[src/rtl/assert_macros.svh]
// ----------------------------------------------------------------------------
// Assertion macros
// Shared concurrent assertion wrappers for the request tracker RTL.
// ----------------------------------------------------------------------------
`ifndef ASSERT_MACROS_SVH
`define ASSERT_MACROS_SVH

`ifndef ASSERT_OFF
// Check a property on every rising edge, ignored while reset is asserted
`define PRT_ASSERT(name, clk, rst_n, prop, msg) \
  name: assert property (@(posedge clk) disable iff (!rst_n) (prop)) else $error(msg);
// Check a property on every rising edge, also during reset
`define PRT_ASSERT_ALWAYS(name, clk, prop, msg) \
  name: assert property (@(posedge clk) (prop)) else $error(msg);
`else
`define PRT_ASSERT(name, clk, rst_n, prop, msg)
`define PRT_ASSERT_ALWAYS(name, clk, prop, msg)
`endif

`endif

[src/rtl/prt_pkg.sv]
// ----------------------------------------------------------------------------
// prt_pkg
// Types, codes and widths shared by the pending request tracker modules.
// ----------------------------------------------------------------------------
`timescale 1ns / 1ps
`default_nettype none

package prt_pkg;

  // Default table size
  localparam int PRT_TABLE_DEPTH = 16;

  // Field widths
  localparam int ID_W     = 16;
  localparam int CHAN_W   = 16;
  localparam int TIME_W   = 32;
  localparam int S_DATA_W = 104;  // 97 payload bits padded to whole bytes
  localparam int M_DATA_W = 32;

  // Item kinds on the slave side
  typedef enum logic [1:0] {
    MODE_ISSUE    = 2'd0,
    MODE_RESPONSE = 2'd1,
    MODE_TICK     = 2'd2,
    MODE_CLEAR    = 2'd3
  } mode_e;

  // Result kinds on the master side
  typedef enum logic [2:0] {
    OC_ISSUED    = 3'd0,
    OC_REFUSED   = 3'd1,
    OC_FULL      = 3'd2,
    OC_COMPLETED = 3'd3,
    OC_UNMATCHED = 3'd4,
    OC_TIMEDOUT  = 3'd5,
    OC_DONE      = 3'd6
  } outcome_e;

  // Shared arithmetic unit operations
  typedef enum logic {
    ALU_ADD = 1'b0,
    ALU_SUB = 1'b1
  } alu_op_e;

  // Status flags returned by the arithmetic unit
  typedef struct packed {
    logic zero;
    logic neg;
  } alu_flags_t;

  // One table entry
  typedef struct packed {
    logic [TIME_W-1:0] deadline;
    logic [CHAN_W-1:0] channel;
    logic [ID_W-1:0]   id;
  } entry_t;

endpackage

`default_nettype wire

[src/rtl/pending_request_tracker_unit.sv]
// ----------------------------------------------------------------------------
// pending_request_tracker_unit
// Outstanding request table with id allocation, response matching and
// timeout expiry, one entry per unstalled cycle via a shared subtractor.
// ----------------------------------------------------------------------------
//  Channel   Dir  Group                          Fields (tdata/tuser, low bit up)
//  s_axis    in   tvalid tready tdata tuser      tdata: channel, response_id,
//                                                timeout_ms, now_ms,
//                                                send_accepted; tuser: mode
//  m_axis    out  tvalid tready tdata tuser tlast tdata: request_id,
//                                                channel_out; tuser: outcome
//
// Issue passes through S_ISSUE, clear through S_FINAL. Response and tick walk
// the entries held in S_SCAN, one entry per cycle through the single table read
// port and the shared subtractor; all but a matched response end in S_FINAL.
// A result waiting on m_axis stalls the scan only when a new result is due.
// Reset empties the table at once (fill count cleared); no clearing pass.
// next_id restarts at 1 after reset.
// ----------------------------------------------------------------------------
`timescale 1ns / 1ps
`default_nettype none
`include "assert_macros.svh"

module pending_request_tracker_unit #(
  parameter int TABLE_DEPTH = prt_pkg::PRT_TABLE_DEPTH
) (
  input  wire                            clk_i,
  input  wire                            rst_ni,
  // slave side
  input  wire                            s_axis_tvalid,
  output logic                           s_axis_tready,
  // channel, response_id, timeout_ms, now_ms, send_accepted, zero pad
  input  wire  [prt_pkg::S_DATA_W-1:0]   s_axis_tdata,
  // mode
  input  wire  [1:0]                     s_axis_tuser,
  // master side
  output logic                           m_axis_tvalid,
  input  wire                            m_axis_tready,
  // request_id, channel_out
  output logic [prt_pkg::M_DATA_W-1:0]   m_axis_tdata,
  // outcome
  output logic [2:0]                     m_axis_tuser,
  output logic                           m_axis_tlast
);

  localparam int CNT_W = $clog2(TABLE_DEPTH + 1);
  localparam int IDX_W = (TABLE_DEPTH > 1) ? $clog2(TABLE_DEPTH) : 1;

  // Sequencer states
  localparam logic [1:0] S_IDLE  = 2'd0;
  localparam logic [1:0] S_ISSUE = 2'd1;
  localparam logic [1:0] S_SCAN  = 2'd2;
  localparam logic [1:0] S_FINAL = 2'd3;

  logic [1:0]                   state_q, state_d;
  logic [CNT_W-1:0]             count_q, count_d;
  logic [CNT_W-1:0]             r_q, r_d;
  logic [CNT_W-1:0]             w_q, w_d;
  logic [CNT_W-1:0]             r_inc;
  logic                         found_q, found_d;
  logic [prt_pkg::ID_W-1:0]     next_id_q, next_id_d;

  // Latched transaction fields
  prt_pkg::mode_e               mode_q;
  logic [prt_pkg::CHAN_W-1:0]   chan_q;
  logic [prt_pkg::ID_W-1:0]     rid_q;
  logic [prt_pkg::TIME_W-1:0]   tmo_q;
  logic [prt_pkg::TIME_W-1:0]   now_q;
  logic                         acc_q;

  // Output register
  logic                         out_valid_q;
  prt_pkg::outcome_e            out_oc_q;
  logic [prt_pkg::ID_W-1:0]     out_id_q;
  logic [prt_pkg::CHAN_W-1:0]   out_chan_q;
  logic                         out_last_q;
  logic                         out_free;

  // Result to load
  logic                         emit;
  prt_pkg::outcome_e            emit_oc;
  logic [prt_pkg::ID_W-1:0]     emit_id;
  logic [prt_pkg::CHAN_W-1:0]   emit_chan;
  logic                         emit_last;

  // Table and arithmetic unit hookup
  logic                         wr_en;
  logic [IDX_W-1:0]             wr_addr;
  prt_pkg::entry_t              wr_data;
  logic [IDX_W-1:0]             rd_addr;
  prt_pkg::entry_t              rd_data;
  prt_pkg::alu_op_e             alu_op;
  logic [prt_pkg::TIME_W-1:0]   alu_a;
  logic [prt_pkg::TIME_W-1:0]   alu_b;
  logic [prt_pkg::TIME_W-1:0]   alu_res;
  prt_pkg::alu_flags_t          alu_flags;

  logic                         accept;
  logic                         advance;
  logic                         hit;
  logic                         full;

  prt_table #(
    .DEPTH (TABLE_DEPTH),
    .IDX_W (IDX_W)
  ) u_table (
    .clk_i     (clk_i),
    .wr_en_i   (wr_en),
    .wr_addr_i (wr_addr),
    .wr_data_i (wr_data),
    .rd_addr_i (rd_addr),
    .rd_data_o (rd_data)
  );

  prt_alu u_alu (
    .op_i    (alu_op),
    .a_i     (alu_a),
    .b_i     (alu_b),
    .res_o   (alu_res),
    .flags_o (alu_flags)
  );

  assign s_axis_tready = (state_q == S_IDLE);
  assign accept        = s_axis_tvalid && s_axis_tready;
  assign out_free      = !out_valid_q || m_axis_tready;
  assign full          = (count_q == CNT_W'(TABLE_DEPTH));
  assign r_inc         = r_q + CNT_W'(1);

  // Route operands to the shared unit
  always_comb begin
    alu_op = prt_pkg::ALU_SUB;
    alu_a  = now_q;
    alu_b  = rd_data.deadline;
    if (state_q == S_ISSUE) begin
      alu_op = prt_pkg::ALU_ADD;
      alu_b  = tmo_q;
    end else if (mode_q == prt_pkg::MODE_RESPONSE) begin
      alu_a = {rid_q, chan_q};
      alu_b = {rd_data.id, rd_data.channel};
    end
  end

  // Entry to be dropped by the current scan step
  always_comb begin
    case (mode_q)
      prt_pkg::MODE_RESPONSE: hit = !found_q && alu_flags.zero;
      prt_pkg::MODE_TICK:     hit = !alu_flags.neg;
      default:                hit = 1'b0;
    endcase
  end

  // Sequencer
  always_comb begin
    state_d   = state_q;
    count_d   = count_q;
    r_d       = r_q;
    w_d       = w_q;
    found_d   = found_q;
    next_id_d = next_id_q;
    emit      = 1'b0;
    emit_oc   = prt_pkg::OC_DONE;
    emit_id   = '0;
    emit_chan = '0;
    emit_last = 1'b1;
    wr_en     = 1'b0;
    wr_addr   = w_q[IDX_W-1:0];
    wr_data   = rd_data;
    advance   = 1'b0;

    case (state_q)
      S_IDLE: begin
        if (accept) begin
          r_d     = '0;
          w_d     = '0;
          found_d = 1'b0;
          case (prt_pkg::mode_e'(s_axis_tuser))
            prt_pkg::MODE_ISSUE:    state_d = S_ISSUE;
            prt_pkg::MODE_RESPONSE: state_d = S_SCAN;
            prt_pkg::MODE_TICK:     state_d = S_SCAN;
            default: begin
              count_d = '0;
              state_d = S_FINAL;
            end
          endcase
        end
      end

      // Allocate an id and append the entry (no id when full, no entry if refused)
      S_ISSUE: begin
        if (out_free) begin
          emit      = 1'b1;
          emit_chan = chan_q;
          state_d   = S_IDLE;
          if (full) begin
            emit_oc = prt_pkg::OC_FULL;
          end else begin
            emit_id   = next_id_q;
            next_id_d = (next_id_q == '1) ? prt_pkg::ID_W'(1)
                                          : next_id_q + prt_pkg::ID_W'(1);
            if (acc_q) begin
              emit_oc          = prt_pkg::OC_ISSUED;
              wr_en            = 1'b1;
              wr_addr          = count_q[IDX_W-1:0];
              wr_data.id       = next_id_q;
              wr_data.channel  = chan_q;
              wr_data.deadline = alu_res;
              count_d          = count_q + CNT_W'(1);
            end else begin
              emit_oc = prt_pkg::OC_REFUSED;
            end
          end
        end
      end

      // Walk the table oldest first, compacting kept entries
      S_SCAN: begin
        if (r_q == count_q) begin
          count_d = w_q;
          state_d = (mode_q == prt_pkg::MODE_RESPONSE && found_q) ? S_IDLE : S_FINAL;
        end else if (hit) begin
          if (out_free) begin
            emit      = 1'b1;
            emit_id   = rd_data.id;
            emit_chan = rd_data.channel;
            found_d   = 1'b1;
            advance   = 1'b1;
            r_d       = r_inc;
            if (mode_q == prt_pkg::MODE_RESPONSE) begin
              emit_oc   = prt_pkg::OC_COMPLETED;
              emit_last = 1'b1;
            end else begin
              emit_oc   = prt_pkg::OC_TIMEDOUT;
              emit_last = 1'b0;
            end
          end
        end else begin
          wr_en   = (w_q != r_q);
          advance = 1'b1;
          r_d     = r_inc;
          w_d     = w_q + CNT_W'(1);
        end
      end

      // Closing result
      S_FINAL: begin
        if (out_free) begin
          emit    = 1'b1;
          state_d = S_IDLE;
          if (mode_q == prt_pkg::MODE_RESPONSE) begin
            emit_oc   = prt_pkg::OC_UNMATCHED;
            emit_id   = rid_q;
            emit_chan = chan_q;
          end
        end
      end

      default: state_d = S_IDLE;
    endcase
  end

  // Read address: slot 0 while idle, next slot once a step completes
  always_comb begin
    if (state_q == S_IDLE) begin
      rd_addr = '0;
    end else if (advance) begin
      rd_addr = r_inc[IDX_W-1:0];
    end else begin
      rd_addr = r_q[IDX_W-1:0];
    end
  end

  // Control registers
  always_ff @(posedge clk_i or negedge rst_ni) begin
    if (!rst_ni) begin
      state_q     <= S_IDLE;
      count_q     <= '0;
      r_q         <= '0;
      w_q         <= '0;
      found_q     <= 1'b0;
      next_id_q   <= prt_pkg::ID_W'(1);
      out_valid_q <= 1'b0;
    end else begin
      state_q   <= state_d;
      count_q   <= count_d;
      r_q       <= r_d;
      w_q       <= w_d;
      found_q   <= found_d;
      next_id_q <= next_id_d;
      if (emit) begin
        out_valid_q <= 1'b1;
      end else if (m_axis_tready) begin
        out_valid_q <= 1'b0;
      end
    end
  end

  // Capture the transaction fields
  always_ff @(posedge clk_i) begin
    if (accept) begin
      mode_q <= prt_pkg::mode_e'(s_axis_tuser);
      chan_q <= s_axis_tdata[15:0];
      rid_q  <= s_axis_tdata[31:16];
      tmo_q  <= s_axis_tdata[63:32];
      now_q  <= s_axis_tdata[95:64];
      acc_q  <= s_axis_tdata[96];
    end
  end

  // Load the output register
  always_ff @(posedge clk_i) begin
    if (emit) begin
      out_oc_q   <= emit_oc;
      out_id_q   <= emit_id;
      out_chan_q <= emit_chan;
      out_last_q <= emit_last;
    end
  end

  assign m_axis_tvalid = out_valid_q;
  assign m_axis_tdata  = {out_chan_q, out_id_q};
  assign m_axis_tuser  = out_oc_q;
  assign m_axis_tlast  = out_last_q;

  // Checks
  `PRT_ASSERT(a_count_bound, clk_i, rst_ni, count_q <= CNT_W'(TABLE_DEPTH),
    "entry count above table depth")
  `PRT_ASSERT(a_compact_order, clk_i, rst_ni, (state_q == S_SCAN) |-> (w_q <= r_q),
    "compaction write index overtook read index")
  `PRT_ASSERT(a_id_nonzero, clk_i, rst_ni, next_id_q != '0,
    "next id is zero")
  `PRT_ASSERT(a_busy_after_accept, clk_i, rst_ni, accept |=> !s_axis_tready,
    "ready while a transaction is in progress")

endmodule

`default_nettype wire

[src/rtl/prt_alu.sv]
// ----------------------------------------------------------------------------
// prt_alu
// Shared 32-bit adder/subtractor with zero and sign flags.
// ----------------------------------------------------------------------------
`timescale 1ns / 1ps
`default_nettype none

module prt_alu (
  input  var prt_pkg::alu_op_e             op_i,
  input  wire  [prt_pkg::TIME_W-1:0]       a_i,
  input  wire  [prt_pkg::TIME_W-1:0]       b_i,
  output logic [prt_pkg::TIME_W-1:0]       res_o,
  output prt_pkg::alu_flags_t              flags_o
);

  // Add for deadlines, subtract for key match and expiry test
  always_comb begin
    case (op_i)
      prt_pkg::ALU_ADD: res_o = a_i + b_i;
      prt_pkg::ALU_SUB: res_o = a_i - b_i;
      default:          res_o = a_i - b_i;
    endcase
  end

  // Derive flags from the result
  assign flags_o.zero = (res_o == '0);
  assign flags_o.neg  = res_o[prt_pkg::TIME_W-1];

endmodule

`default_nettype wire

[src/rtl/prt_table.sv]
// ----------------------------------------------------------------------------
// prt_table
// Entry memory: one write port, one read port with registered read data.
// ----------------------------------------------------------------------------
`timescale 1ns / 1ps
`default_nettype none

module prt_table #(
  parameter int DEPTH = prt_pkg::PRT_TABLE_DEPTH,
  parameter int IDX_W = (DEPTH > 1) ? $clog2(DEPTH) : 1
) (
  input  wire                   clk_i,
  input  wire                   wr_en_i,
  input  wire  [IDX_W-1:0]      wr_addr_i,
  input  var prt_pkg::entry_t   wr_data_i,
  input  wire  [IDX_W-1:0]      rd_addr_i,
  output prt_pkg::entry_t       rd_data_o
);

  prt_pkg::entry_t mem [DEPTH];
  prt_pkg::entry_t rd_data_q;

  // Write and registered read
  always_ff @(posedge clk_i) begin
    if (wr_en_i) begin
      mem[wr_addr_i] <= wr_data_i;
    end
    rd_data_q <= mem[rd_addr_i];
  end

  assign rd_data_o = rd_data_q;

endmodule

`default_nettype wire

[config.mk]
export PLATFORM = sky130hd
export DESIGN_NAME = pending_request_tracker_unit
export DESIGN_NICKNAME = d
export VERILOG_FILES = /design/src/rtl/prt_pkg.sv /design/src/rtl/pending_request_tracker_unit.sv /design/src/rtl/prt_alu.sv /design/src/rtl/prt_table.sv
export VERILOG_INCLUDE_DIRS = /design/src /design/src/rtl
export SDC_FILE = /design/constraint.sdc
export NUM_CORES = 2
export LEC_CHECK = 0
export ABC_AREA = 1
export ABC_CLOCK_PERIOD_IN_PS = 10800
export BUFFER_PORTS_ARGS = -buffer_cell sky130_fd_sc_hd__clkbuf_2
export CORE_UTILIZATION = 30
export DETAILED_ROUTE_END_ITERATION = 12
export MAX_ROUTING_LAYER = met4
export PLACE_DENSITY = 0.53
export SLEW_MARGIN = 40
export SYNTH_ARGS = -nofsm -noshare
export SYNTH_HDL_FRONTEND = slang
export SYNTH_SLANG_ARGS = --single-unit
[constraint.sdc]
create_clock -name clk_i -period 10.8 [get_ports clk_i]
set_clock_uncertainty 0.05 [all_clocks]
set_input_delay 0.54 -clock clk_i [delete_from_list [all_inputs] [get_ports clk_i]]
set_output_delay 0.54 -clock clk_i [all_outputs]
set_load 0.01 [all_outputs]
== Yosys cells after proc, flatten, opt, wreduce, memory -nomap -nowiden ==
Memories as Yosys holds them, arrays and structs flattened. A register that Yosys moved wholly into a read port is not among the register bits.
Cells that the tools add are included.
Word-level totals
  output and inout bits: 38
  RAM bits: 1024
  register bits: 170
  logic and storage cells: 161
  memories kept: 1
Cells by class
  $add $sub $neg: 6
  reduce and logical (&&, ||, !) cells: 23
  mux-type cells: 87
  bitwise logic cells: 4
  equality and inequality tests: 23
Memory list
  u_table.mem: words 16, bits a word 64, rd ports 1, clocked after Yosys merged registers in 1, write ports 1, RTL line prt_table.sv:20  | prt_pkg::entry_t mem [DEPTH];
Operators with widths (number)
  $mux 64: 4
  $mux 16: 14
  $mux 32: 4
  $pmux 16 s3: 2
  $pmux 32 s2: 1
  $mux 5: 12
  $add 32x32->32: 1
  $logic_not 32->1: 1
  $sub 32x32->32: 1
  $mux 4: 6
  $mux 1: 22
  $pmux 5 s2: 2
  $ne 2x2->1 const B: 9
  $add 16x1->16 const B: 1
  $eq 16x16->1 const B: 1
  $add 5x1->5 const B: 3
  $mux 3: 5
  $pmux 5 s3: 1
  $mux 2: 7
  $pmux 3 s3: 1
  $eq 2x2->1 const B: 4
  $pmux 1 s2: 4
  $reduce_and 4->1: 2
  $reduce_and 7->1: 1
  20 further kinds: 34

== Longest topological paths before layout ==
  word-level depth: 13
  mapped depth: 49
  mapped depth without buffers: 46

== By module ==
Synthesis repeated with hierarchy kept, for this count alone.
Second synthesis, totals
  cells, all modules: 6050
  area, all modules: 58158.3 µm²
Modules (own cells, without submodules)
  prt_table: cells each 4210, times used 1, sequential area each 32030.7 µm², area an instance 45158.3 µm²
  pending_request_tracker_unit: cells each 1132, times used 1, sequential area each 4931.0 µm², area an instance 9547.9 µm²
  prt_alu: cells each 708, times used 1, sequential area each 0.0 µm², area an instance 3452.1 µm²

== Least setup slack after synthesis ==
Ideal clock, no wire load.
  path kind: flip-flop to flip-flop
  start: register state_q[1]
  end: memory u_table.mem[12][0] (netlist name), enable pin
  setup time: 0.565 ns
  data required time: 10.185 ns
  buffers on the path: 1
  path slack: 1.341 ns
  data arrival time: 8.844 ns
  stages on the path, launching flop included: 39
  cells stage by stage: dfrtp_1 inv_1 ha_1 inv_2 nand2_1 buf_2 nor2_1 nor2_1 nand2_1 nor2_1 nand2_1 nor2_2 inv_1 nor2_1 nand4_1 nor2_1 nand2_1 a21oi_1 [... 3 more ...] inv_1 ha_1 inv_1 nor4_1 nand3_1 nand2_1 nand2_1 nand2_1 nor2_1 nand3_1 nor2_1 nand4_1 a21oi_1 inv_1 nand2_1 a21oi_1 inv_1 nor3_1
On the way
  word-level cells in the longest chain between the ends: 12
RTL lines
  start: declaration: RTL line pending_request_tracker_unit.sv:55  | logic [1:0] state_q, state_d;
  start signal: assignment: RTL line pending_request_tracker_unit.sv:283  | state_q <= state_d;
  $eq 2x1->1: RTL line pending_request_tracker_unit.sv:134, pending_request_tracker_unit.sv:170
  $mux 32: RTL line pending_request_tracker_unit.sv:134  | if (state_q == S_ISSUE) begin
  $sub 32x32->32 / $add 32x32->32 (equally long branches): RTL line prt_alu.sv:20, prt_alu.sv:19
  $pmux 32 s2: RTL line prt_alu.sv:18  | case (op_i)
  $logic_not 32->1: RTL line prt_alu.sv:26  | assign flags_o.zero = (res_o == '0);
  $logic_and 1x1->1: RTL line pending_request_tracker_unit.sv:146  | prt_pkg::MODE_RESPONSE: hit = !found_q && alu_flags.zero;
  $pmux 1 s2: RTL line pending_request_tracker_unit.sv:145  | case (mode_q)
  $mux 1: RTL line pending_request_tracker_unit.sv:220  | end else if (hit) begin
  $mux 1: RTL line pending_request_tracker_unit.sv:217  | if (r_q == count_q) begin
  $pmux 1 s2: RTL line pending_request_tracker_unit.sv:170  | case (state_q)
  $mux 1: RTL line prt_table.sv:25  | if (wr_en_i) begin
  $mux 1 (not written as such): RTL line prt_table.sv:26  | mem[wr_addr_i] <= wr_data_i;
  end: declaration: RTL line prt_table.sv:20
Parallel ways exist; a longest one is shown, timed or not.

== Worst setup path after layout ==
  start: register state_q[1]
  end: register u_table.rd_data_o[62] (netlist name)
On the way
  word-level cells in the longest chain between the ends: 12
RTL lines
  $eq 2x1->1: RTL line pending_request_tracker_unit.sv:134
  $mux 32: RTL line pending_request_tracker_unit.sv:134
  $sub 32x32->32 / $add 32x32->32 (equally long branches): RTL line prt_alu.sv:20, prt_alu.sv:19
  $pmux 32 s2: RTL line prt_alu.sv:18
  $logic_not 32->1: RTL line prt_alu.sv:26
  $logic_and 1x1->1: RTL line pending_request_tracker_unit.sv:146
  $pmux 1 s2: RTL line pending_request_tracker_unit.sv:145
  $mux 1: RTL line pending_request_tracker_unit.sv:220
  $mux 1: RTL line pending_request_tracker_unit.sv:217
  $mux 1: RTL line pending_request_tracker_unit.sv:170
  $mux 4: RTL line pending_request_tracker_unit.sv:265  | end else if (advance) begin
  $mux 4 *: RTL line pending_request_tracker_unit.sv:263  | if (state_q == S_IDLE) begin
Every way passes the cells marked *; elsewhere a longest branch is shown, timed or not.
A chain may end at the register's enable or synchronous reset.

==> impl_summary.md <==
Pwr
The maximum ir drop on the vdd rail is 0.0002427 V. The power density normalized to cell area is 286.0 nW/um^2. The total power consumption of the routed design is 19.66 mW.

For this design the static power due to leakage is 28.94 nW.

Floorplanning
After floorplanning, the core was sized to cover 195400 um^2. The horizontal die dimension is 446.0 um. The initialized floorplan defines 162 standard-cell rows. The die covers 198900 um^2. The starting density of the core is 30.27%. The vertical die dimension is 446.0 um. The I/O pin count is 148.

Synth
The netlist uses 54 different library cells. Yosys mapped a number of flops with a built-in enable equal to 1159. The cell taking the most area after synthesis is sky130_fd_sc_hd__edfxtp_1. Each instance of the synthesized netlist takes up on average 9.739 um^2.

Sequential cells were found to cover 62.49% of the synthesized design area. The async set-or-reset flop fraction in the synthesized netlist is 2.782%. The area share of the largest cell type after synthesis is 58.84%. The synthesized instance count is 6073. The most used flip-flop cell after synthesis is sky130_fd_sc_hd__edfxtp_1. sky130_fd_sc_hd__inv_1 is the most common cell in the netlist.

The post-synth net total is 6229. Counting flops and latches in the post-synthesis netlist gives 1258. The mapped netlist covers 59150 um^2. Yosys printed 0 warnings. Ranked by total cell area, the synthesized netlist is headed by sky130_fd_sc_hd__edfxtp_1 (59%), sky130_fd_sc_hd__nand3_1 (8.4%), sky130_fd_sc_hd__inv_1 (7.9%), sky130_fd_sc_hd__nand2_1 (7.0%), sky130_fd_sc_hd__nand4_1 (5.6%). After synthesis, the most frequently instantiated cells are sky130_fd_sc_hd__inv_1 (1242), sky130_fd_sc_hd__edfxtp_1 (1159), sky130_fd_sc_hd__nand2_1 (1108), sky130_fd_sc_hd__nand3_1 (998), sky130_fd_sc_hd__nand4_1 (529).

Drt
Detailed routing placed a total of 88960 um of wire on met2. The average routed wire per standard cell is 21.25 um. For this block, wires on met1 add up to 81460 um. The routed wire length is 189900 um. Signal routing reaches up to met4. In the routed design, unresolved DRC markers number 0. The routed design uses 10530 um of met3 wire. For this run, the detailed router's first-pass iteration total came to 8. In the routed layout, each cell is associated on average with a via count of 4.921. The routed layout has 43980 vias. After the first detailed-routing iteration, the DRC count stood at 4641. The count of antenna-violating nets left after detailed routing is 0.

STA
For the pin with the worst max-slew slack, the measured transition is 1084 ps. The worst relative slew slack is 27.75%. The final hold violation count came to 0.

The post-route clock period utilization is 83.84%. Setup repair after global routing left no endpoint under its margin. The number of slew-limit violations in the final report is 0. The count of endpoints failing setup in the final report is 0. On the final layout, the worst hold slack is 213.5 ps. Summed over all failing endpoints, the final setup total negative slack is 0 ps. Timing would allow up to 110.4 MHz. Setup slack closes at 1745 ps. The time the worst path needs with I/O delays and setup is 9055 ps.

Job
The total of max-cap violations is 0.

Hold path
The tightest min-delay check is of the in2reg type.

Layout
After filler insertion, the fill cell instance count of the layout stands at 19560. Compared with the post-synthesis result, the final layout area differs by 16.21%. The layout cell share with drive strength beyond 1 is 8.512%. The number of cells in the finished layout apart from fillers is 8936. The final-stage net count is 6357. Cells fill 35.18% of the core in the end.

The post-layout instance area is 68730 um^2.

Critical path
In this design, the critical path's most frequently occurring cell is sky130_fd_sc_hd__nand2_1. The startpoint type of the worst setup path is a register. The worst-path maximum fanout is 38. The data required time of the critical path is 11460 ps.

The setup path with the least slack is of type reg2reg. The data arrival time of the critical path is 9710 ps. STA classifies the critical path endpoint as a register. In this design, the stage delay of the slowest critical-path cell is 780 ps. For this design, the slowest cell found on the critical path is sky130_fd_sc_hd__buf_4.

Placement
The congestion estimate from routability-driven global placement came to 0.9560. In this run the cell area measured after placement is 63300 um^2. The pre-CTS setup slack is 1695 ps. The number of placed instances, taps included, is 8591.

Buffers placed on the I/O ports in this run total 140. The HPWL reported at the end of detailed placement is 106000 um.

CTS
Buffers inserted during clock tree synthesis total 132. The later-pin clock latency in the skew report is 800 ps. The TritonCTS clock tree is yes. The longest clock path from root to sink contains 3 buffers.

The clock edge transition at the registers on the reported setup and hold paths is 60 ps. Clock tree synthesis found a total of 1258 sinks. The maximum level of the CTS H-tree is 4. In this run the clock root is driven by a sky130_fd_sc_hd__clkbuf_16.

Status
The run finished with clean final reports.

GRT
The initial antenna violation count is 3. The largest net degree at the start of global routing is 159. For this run the aggregate overflow at the end of global routing stands at 0.

Across every metal layer, demand over resource in global routing totals 19.34%. The number of global-route vias before repair was 41910. The wire length of the first global-routing pass is 279100 um.
==> path summary, 6_finish.rpt <==
kind / depth (start not counted) / to / slack, ps / startpoint
max: 41 / u_table.rd_data_o[62]$_DFF_P_ / 1750 / state_q[1]$_DFFE_PN0P_
min: 4 / m_axis_tvalid$_DFFE_PN0P_ / 210 / m_axis_tready
max reg2reg: 41 / u_table.rd_data_o[62]$_DFF_P_ / 1750 / state_q[1]$_DFFE_PN0P_
min reg2reg: 2 / next_id_q[0]$_DFFE_PN1P_ / 490 / next_id_q[0]$_DFFE_PN1P_
max in group asynchronous: 2 / next_id_q[8]$_DFFE_PN0P_ / 9990 / rst_ni
min in group asynchronous: 2 / m_axis_tvalid$_DFFE_PN0P_ / 270 / rst_ni
==> metal layers <==
layer  global-route usage, %  vias up
met5                       -        -
met4                   8.875        0
met3                   2.410      391
li1                        -    20740
met2                   30.44     1539
met1                   24.86    21310
==> cell usage in the layout, fill, tap and decap left out, types with 21 or more instances in the layout <==
master | netlist | layout
sky130_fd_sc_hd__a21oi_1 | 65 | 65
sky130_fd_sc_hd__nand3_1 | 998 | 996
sky130_fd_sc_hd__clkbuf_2 | 0 | 139
sky130_fd_sc_hd__clkinv_2 | 0 | 22
sky130_fd_sc_hd__ha_1 | 45 | 44
sky130_fd_sc_hd__dfxtp_1 | 64 | 64
sky130_fd_sc_hd__nor2_1 | 148 | 136
sky130_fd_sc_hd__buf_12 | 0 | 35
sky130_fd_sc_hd__nand2_1 | 1108 | 1107
sky130_fd_sc_hd__nand4_1 | 529 | 529
sky130_fd_sc_hd__clkbuf_16 | 0 | 136
sky130_fd_sc_hd__dfrtp_1 | 34 | 34
sky130_fd_sc_hd__clkbuf_1 | 136 | 27
sky130_fd_sc_hd__a31oi_1 | 21 | 21
sky130_fd_sc_hd__dlygate4sd3_1 | 0 | 100
sky130_fd_sc_hd__inv_1 | 1242 | 1238
sky130_fd_sc_hd__o21ai_0 | 115 | 104
sky130_fd_sc_hd__edfxtp_1 | 1159 | 1159
sky130_fd_sc_hd__buf_4 | 2 | 80
==> cell type report <==
| type | count | area (um^2) | area share (%) |
|---|---|---|---|
| clock buffers | 178 | 3711 | 5.399 |
| well taps | 2624 | 3283 | 4.777 |
| clock inverters | 64 | 680.7 | 0.9903 |
| repair buffers | 369 | 3313 | 4.820 |
| flip-flops and latches | 1258 | 36960 | 53.78 |
| diodes | 3 | 7.507 | 0.01092 |
| multi-input cells | 3193 | 16060 | 23.37 |
| inverters | 1247 | 4715 | 6.859 |
==> power by group <==
group	total, mW	switching [mW]	internal (mW)
clock	4.63	1.94	2.69
combinational	8.02	5.90	2.13
sequential	7.00	0.424	6.58
==> registers in the layout, indices dropped and copies added (netlist names), 32 cells and up <==
signal,cells
now_q,32
tmo_q,32
u_table.mem,1024
u_table.rd_data_o,64
==> worst max-delay path: cells and delay by family, from the launching register on <==
kind | cells | cell delay (ps)
and+or+nand+nor | 28 | 5020
xor gates and xnor gates | 1 | 140
adders and majority gates | 2 | 490
AOI/OAI and AO/OA | 1 | 220
DFF | 1 | 400
buffers and inverters | 9 | 2590
==> kinds of logic (layout without fill, tap and decap cells) <==
family                   after synthesis  count (layout)  share of synthesized area (%)
AND/OR/NAND/NOR                     2853            2853                          22.77
buffers and inverters               1622            1858                          10.76
AO/OA/AOI/OAI                        267             267                          2.585
adder cells (fa/ha/maj)               46              46                         0.9858
XOR/XNOR                              24              24                         0.3554
flip-flops                          1258            1258                          62.49
other                                  0               3                              0
multiplexers                           3               3                        0.05289
==> timing repair <==
| action | in CTS | in global routing |
|---|---|---|
| buffers inserted | 0 | 0 |
| endpoints found under the hold margin | 133 | 0 |
| resized for setup | 0 | 0 |
| hold buffers | 100 | 0 |
Note: power is estimated with default switching activity, not from simulation.
